--- config.mk ---
export PLATFORM = sky130hd
export DESIGN_NAME = wsp_map
export DESIGN_NICKNAME = d
export VERILOG_FILES = /design/src/design/wsp_pkg.sv /design/src/design/wsp_map.sv
export SDC_FILE = /design/constraint.sdc
export NUM_CORES = 2
export LEC_CHECK = 0
export BUFFER_PORTS_ARGS = -buffer_cell sky130_fd_sc_hd__buf_2
export CAP_MARGIN = 20
export CORE_AREA = 3 3 309 311
export CTS_BUF_LIST = sky130_fd_sc_hd__clkbuf_2 sky130_fd_sc_hd__clkbuf_4 sky130_fd_sc_hd__clkbuf_8
export DETAILED_ROUTE_END_ITERATION = 7
export DIE_AREA = 0 0 312 314
export PLACE_DENSITY = 0.78
export RECOVER_POWER = 25
export SLEW_MARGIN = 15
export SYNTH_ARGS = -nofsm -noshare
export SYNTH_HDL_FRONTEND = slang
export SYNTH_SLANG_ARGS = --single-unit
--- constraint.sdc ---
create_clock -name clk -period 14.4 [get_ports clk]
set_input_delay 2.88 -clock clk [delete_from_list [all_inputs] [get_ports clk]]
set_output_delay 2.88 -clock clk [all_outputs]
set_load 0.01 [all_outputs]
--- src/design/wsp_pkg.sv ---
package wsp_pkg;

  localparam logic [1:0] OP_LOAD_VIEW = 2'd0;
  localparam logic [1:0] OP_LOAD_PROJ = 2'd1;
  localparam logic [1:0] OP_PROJECT   = 2'd2;

  localparam logic [1:0] REG_WIDTH  = 2'd0;
  localparam logic [1:0] REG_HEIGHT = 2'd1;
  localparam logic [1:0] REG_CAMERA = 2'd2;

  // Sideband that travels with every word through the transform stages.
  typedef struct packed {
    logic        vld;
    logic [1:0]  op;
    logic [3:0]  idx;
    logic [31:0] val;
  } tag_t;

  // Sideband after the transforms: res marks a word that gives a result,
  // ok marks a result that is actually projected.
  typedef struct packed {
    logic vld;
    logic res;
    logic ok;
  } meta_t;

endpackage

--- src/design/wsp_map.sv ---
module wsp_map #(
  parameter int FRAC_BITS = 16
) (
  input  logic                          clk,
  input  logic                          rst_n,
  input  logic                          ce,
  input  wsp_pkg::meta_t                meta_i,
  input  logic signed [32+FRAC_BITS:0]  nx_i,
  input  logic signed [32+FRAC_BITS:0]  ny_i,
  input  logic [13:0]                   width_i,
  input  logic [13:0]                   height_i,
  output logic                          valid_o,
  output logic signed [31:0]            sx_o,
  output logic signed [31:0]            sy_o,
  output logic                          proj_o,
  output logic                          vis_o
);
  import wsp_pkg::*;

  localparam int DW = 32 + FRAC_BITS;
  localparam int SW = DW + 2;
  localparam int PW = SW + 15;

  meta_t meta_r;
  logic signed [PW-1:0] px_r, py_r;
  logic signed [SW-1:0] ux, uy;
  logic signed [PW-1:0] sx, sy, one_p, margin, limx, limy;
  logic vis;

  assign ux = SW'(nx_i) + (SW'(1) <<< FRAC_BITS);
  assign uy = (SW'(1) <<< FRAC_BITS) - SW'(ny_i);

  always_ff @(posedge clk) begin
    if (!rst_n) begin
      meta_r.vld <= 1'b0;
      valid_o    <= 1'b0;
    end else if (ce) begin
      meta_r.vld <= meta_i.vld;
      valid_o    <= meta_r.vld && meta_r.res;
    end
  end

  always_ff @(posedge clk) begin
    if (ce) begin
      meta_r.res <= meta_i.res;
      meta_r.ok  <= meta_i.ok;
      px_r <= PW'(ux) * PW'($signed({1'b0, width_i}));
      py_r <= PW'(uy) * PW'($signed({1'b0, height_i}));
    end
  end

  assign one_p  = PW'(1) <<< FRAC_BITS;
  assign margin = PW'(100) <<< FRAC_BITS;
  assign limx   = PW'($signed({1'b0, width_i})) * one_p + margin;
  assign limy   = PW'($signed({1'b0, height_i})) * one_p + margin;
  assign sx     = px_r >>> 1;
  assign sy     = py_r >>> 1;
  assign vis    = (sx > -margin) && (sx < limx) && (sy > -margin) && (sy < limy);

  always_ff @(posedge clk) begin
    if (ce) begin
      proj_o <= meta_r.ok;
      vis_o  <= meta_r.ok && vis;
      if (!meta_r.ok) sx_o <= '0;
      else if (sx > PW'(64'sd2147483647)) sx_o <= 32'sh7FFFFFFF;
      else if (sx < -PW'(64'sd2147483648)) sx_o <= 32'sh80000000;
      else sx_o <= sx[31:0];
      if (!meta_r.ok) sy_o <= '0;
      else if (sy > PW'(64'sd2147483647)) sy_o <= 32'sh7FFFFFFF;
      else if (sy < -PW'(64'sd2147483648)) sy_o <= 32'sh80000000;
      else sy_o <= sy[31:0];
    end
  end

endmodule

==> impl_metrics.tcl <==
set metrics [dict create \
    cts_root_buffer "clkbuf_8" \
    finalHoldViolCount 0 \
    failed_checks "capacitance limit, slew limit" \
    track_usage_pct 29.79 \
    dpl.hpwl_um 108300 \
    place_congestion 0.8863 \
    grt_max_degree 95 \
    setup_viol 0 \
    wl_per_cell_um 18.82 \
    fin_crit_sh_pct 83.95 \
    worst_path_largest_cell_delay_ns 0.89 \
    clkSlewWorstSetupHoldPaths_ns 0.10 \
    cts-hold-fix-buffers 0 \
    worst_clock_skew_ns 0.02364 \
    seq_area_frac_synth_pct 10.49 \
    final_layout_size_suffix_gt1_share_pct 5.687 \
    max_freq_mhz 82.72 \
    antenna_found_initial 2 \
    highest_layer "met5" \
    status "finished with violations" \
    clockBufferDepth 2 \
    synth_top_area_share_pct 44.35 \
    path_class "input port to register" \
    startpoint "ny_i[9]" \
    ios 199 \
    nNetsFinal 7826 \
    post-place-ws_ns 1.808 \
    row_count 112 \
    post_cts_buffers 0 \
    wl_met3_um 10610 \
    cts_resized 0 \
    drt-total-wl_um 139100 \
    tightest_slew_ns 4.835 \
    drc_errors 0 \
    cp-end-kind "register" \
    nFillCells 7668 \
    htree_levels 4 \
    syn_inst 6121 \
    clock_sinks 198 \
    cp_common_cell "fa_1" \
    wl_met1_um 54910 \
    clock_latency_ns 0.48 \
    first_pass_iters 5 \
    multi_input_area_mm2 0.04450 \
    port_buffers 198 \
    netlist_area_mm2 0.05652 \
    yosysWarnings 0 \
    antenna_cells 0 \
    arrival_ns 12.31 \
    cap_violations 2 \
    fin_crit_ns 12.09 \
    final-max-slew-violation-count 162 \
    grt_pass1_vias 45770 \
    synth_ff_type "edfxtp_1" \
    synth_cell_types 75 \
    overflow 0 \
    ys_ff_latch 198 \
    required_ns 14.62 \
    ys_async_sr_fraction_pct 0 \
    initial_core_util_pct 60.74 \
    die_y_um 314 \
    grt_pass1_wl_um 235100 \
    met2_length_um 68040 \
    cp_slowest_cell "xor2_1" \
    holdWs_ns 0.5019 \
    cts_tree "built" \
    hp-class "register to register" \
    ant_nets 0 \
    dr_total_vias 41760 \
    yosys.area.top_type "fa_1" \
    rsz0062_at_grt "no" \
    synth_edf_count 196 \
    drt-vias-per-instance 5.650 \
    synthTopCellsByArea "fa_1 44%, edfxtp_1 10%, inv_1 8.8%" \
    syn_to_final_growth_pct 4.616 \
    relSlewSlack_pct -222.4 \
    synth.net_count 7823 \
    worst_slack_ns 2.311 \
    ff_latch_area_mm2 0.005926 \
    holdCritStartpoint "valid_o$_SDFFE_PN0P_" \
    core_area_mm2 0.09305 \
    setup_tns_ns 0 \
    drt-initial-drc-count 3029 \
    cts_made_buffers 17 \
    die_w_um 312 \
    rr_startpoint "meta_r[0]$_DFFE_PP_" \
    cp-start-kind "input port" \
    path_max_fanout 14 \
    syn_avg_cell_area_um2 9.233 \
    die-area_mm2 0.09797 \
]
==> cell type report <==
cell class,instances,share of cell area (%)
multi-input combinational,4292,75.27
sequential,198,10.02
inverter,1318,8.368
timing repair buffer,297,2.925
tap,1254,2.654
clock buffer,17,0.3957
clock inverter,15,0.3682
==> critical path: cells and delay by family <==
kind / cells / cell delay (ns)
buffers and inverters: 4 / 0.26
AOI/OAI and AO/OA: 3 / 0.91
and+or+nand+nor: 13 / 3.91
xor gates and xnor gates: 1 / 0.89
adders and majority gates: 7 / 3.42
==> synthesized netlist by cell type (4+ instances only) <==
cell type,instances
o21a_1,17
inv_1,1318
and3_1,24
a211oi_1,14
or3_1,12
o21bai_1,25
nand2b_1,25
a21oi_1,148
o2111ai_1,5
or4_1,5
nor4_1,41
o211ai_1,4
a21boi_0,71
a21o_1,76
nand4_1,57
clkbuf_1,305
buf_1,4
nand3b_1,5
ha_1,318
o21ai_0,69
o31a_1,4
xor2_1,86
o22ai_1,4
fa_1,1252
nand3_1,66
o41ai_1,6
o31ai_1,10
nor2_1,82
edfxtp_1,196
or2_2,4
nor3_1,36
nor2b_1,36
and2_1,732
a211o_1,5
xnor2_1,140
nand2_1,846
a31oi_1,9
a2111oi_0,4
==> placed cells by master (no fill, tap or decap), types with 6 or more instances in the layout <==
master	synthesis	final
nand2b_1	25	25
a211oi_1	14	14
o41ai_1	6	6
nor4_1	41	41
nand4_1	57	57
ha_1	318	318
xnor2_1	140	136
buf_4	0	96
nor3_1	36	36
nor2_1	82	82
or3_1	12	12
nand2_1	846	846
o21bai_1	25	25
fa_1	1252	1252
clkbuf_8	0	17
o21ai_0	69	69
o31ai_1	10	10
inv_1	1318	1318
buf_2	3	197
a21boi_0	71	71
and3_1	24	24
xor2_1	86	84
o21a_1	17	17
a21oi_1	148	148
and2_1	732	730
nor2b_1	36	36
a31oi_1	9	9
a21o_1	76	76
nand3_1	66	66
edfxtp_1	196	196
==> metal layers <==
layer  track usage [%]  up-vias
li1                  -    18370
met1             39.37    21270
met2             50.14     1737
met3             4.832      384
met4             10.81        2
met5                 0        -
==> worst paths after layout <==
path / cells after the start / end / slack (ns)
worst max-delay path: 28 / py_r[62]$_DFFE_PP_ / 2.31
worst min-delay path: 2 / valid_o$_SDFFE_PN0P_ / 0.50
worst max register to register: 3 / vis_o$_DFFE_PP_ / 11.48
worst min register to register: 2 / valid_o$_SDFFE_PN0P_ / 0.50
==> registers in the layout, indices dropped and copies added (netlist names) <==
register / cells
valid_o: 1
sy_o: 32
py_r: 64
meta_r: 3
px_r: 64
proj_o: 1
sx_o: 32
vis_o: 1
==> metrics by stage <==
| step | utilization, % | instances | instance area (um^2) |
|---|---|---|---|
| global placement | 63.00 | 7354 | 58620 |
| finish | 63.54 | 7391 | 59120 |
| global route | 63.54 | 7391 | 59120 |
| detailed placement | 63.00 | 7354 | 58620 |
| CTS | 63.48 | 7386 | 59070 |
| floorplan | - | 6121 | 56520 |
==> logic make-up (layout without fill, tap and decap cells) <==
family | after synthesis | in the layout | share of synthesized area [%]
flip-flops | 198 | 198 | 10.49
AND/OR/NAND/NOR | 1992 | 1992 | 17.88
adder cells (fa/ha/maj) | 1570 | 1570 | 51.39
XOR/XNOR | 226 | 226 | 3.502
multiplexers | 2 | 2 | 0.03542
buffers and inverters | 1631 | 1647 | 10.85
AO/OA/AOI/OAI | 502 | 502 | 5.856
Power is left out: the tool's default activity adds up to more than one toggle a clock period on the data nets, which glitch-free logic cannot reach.
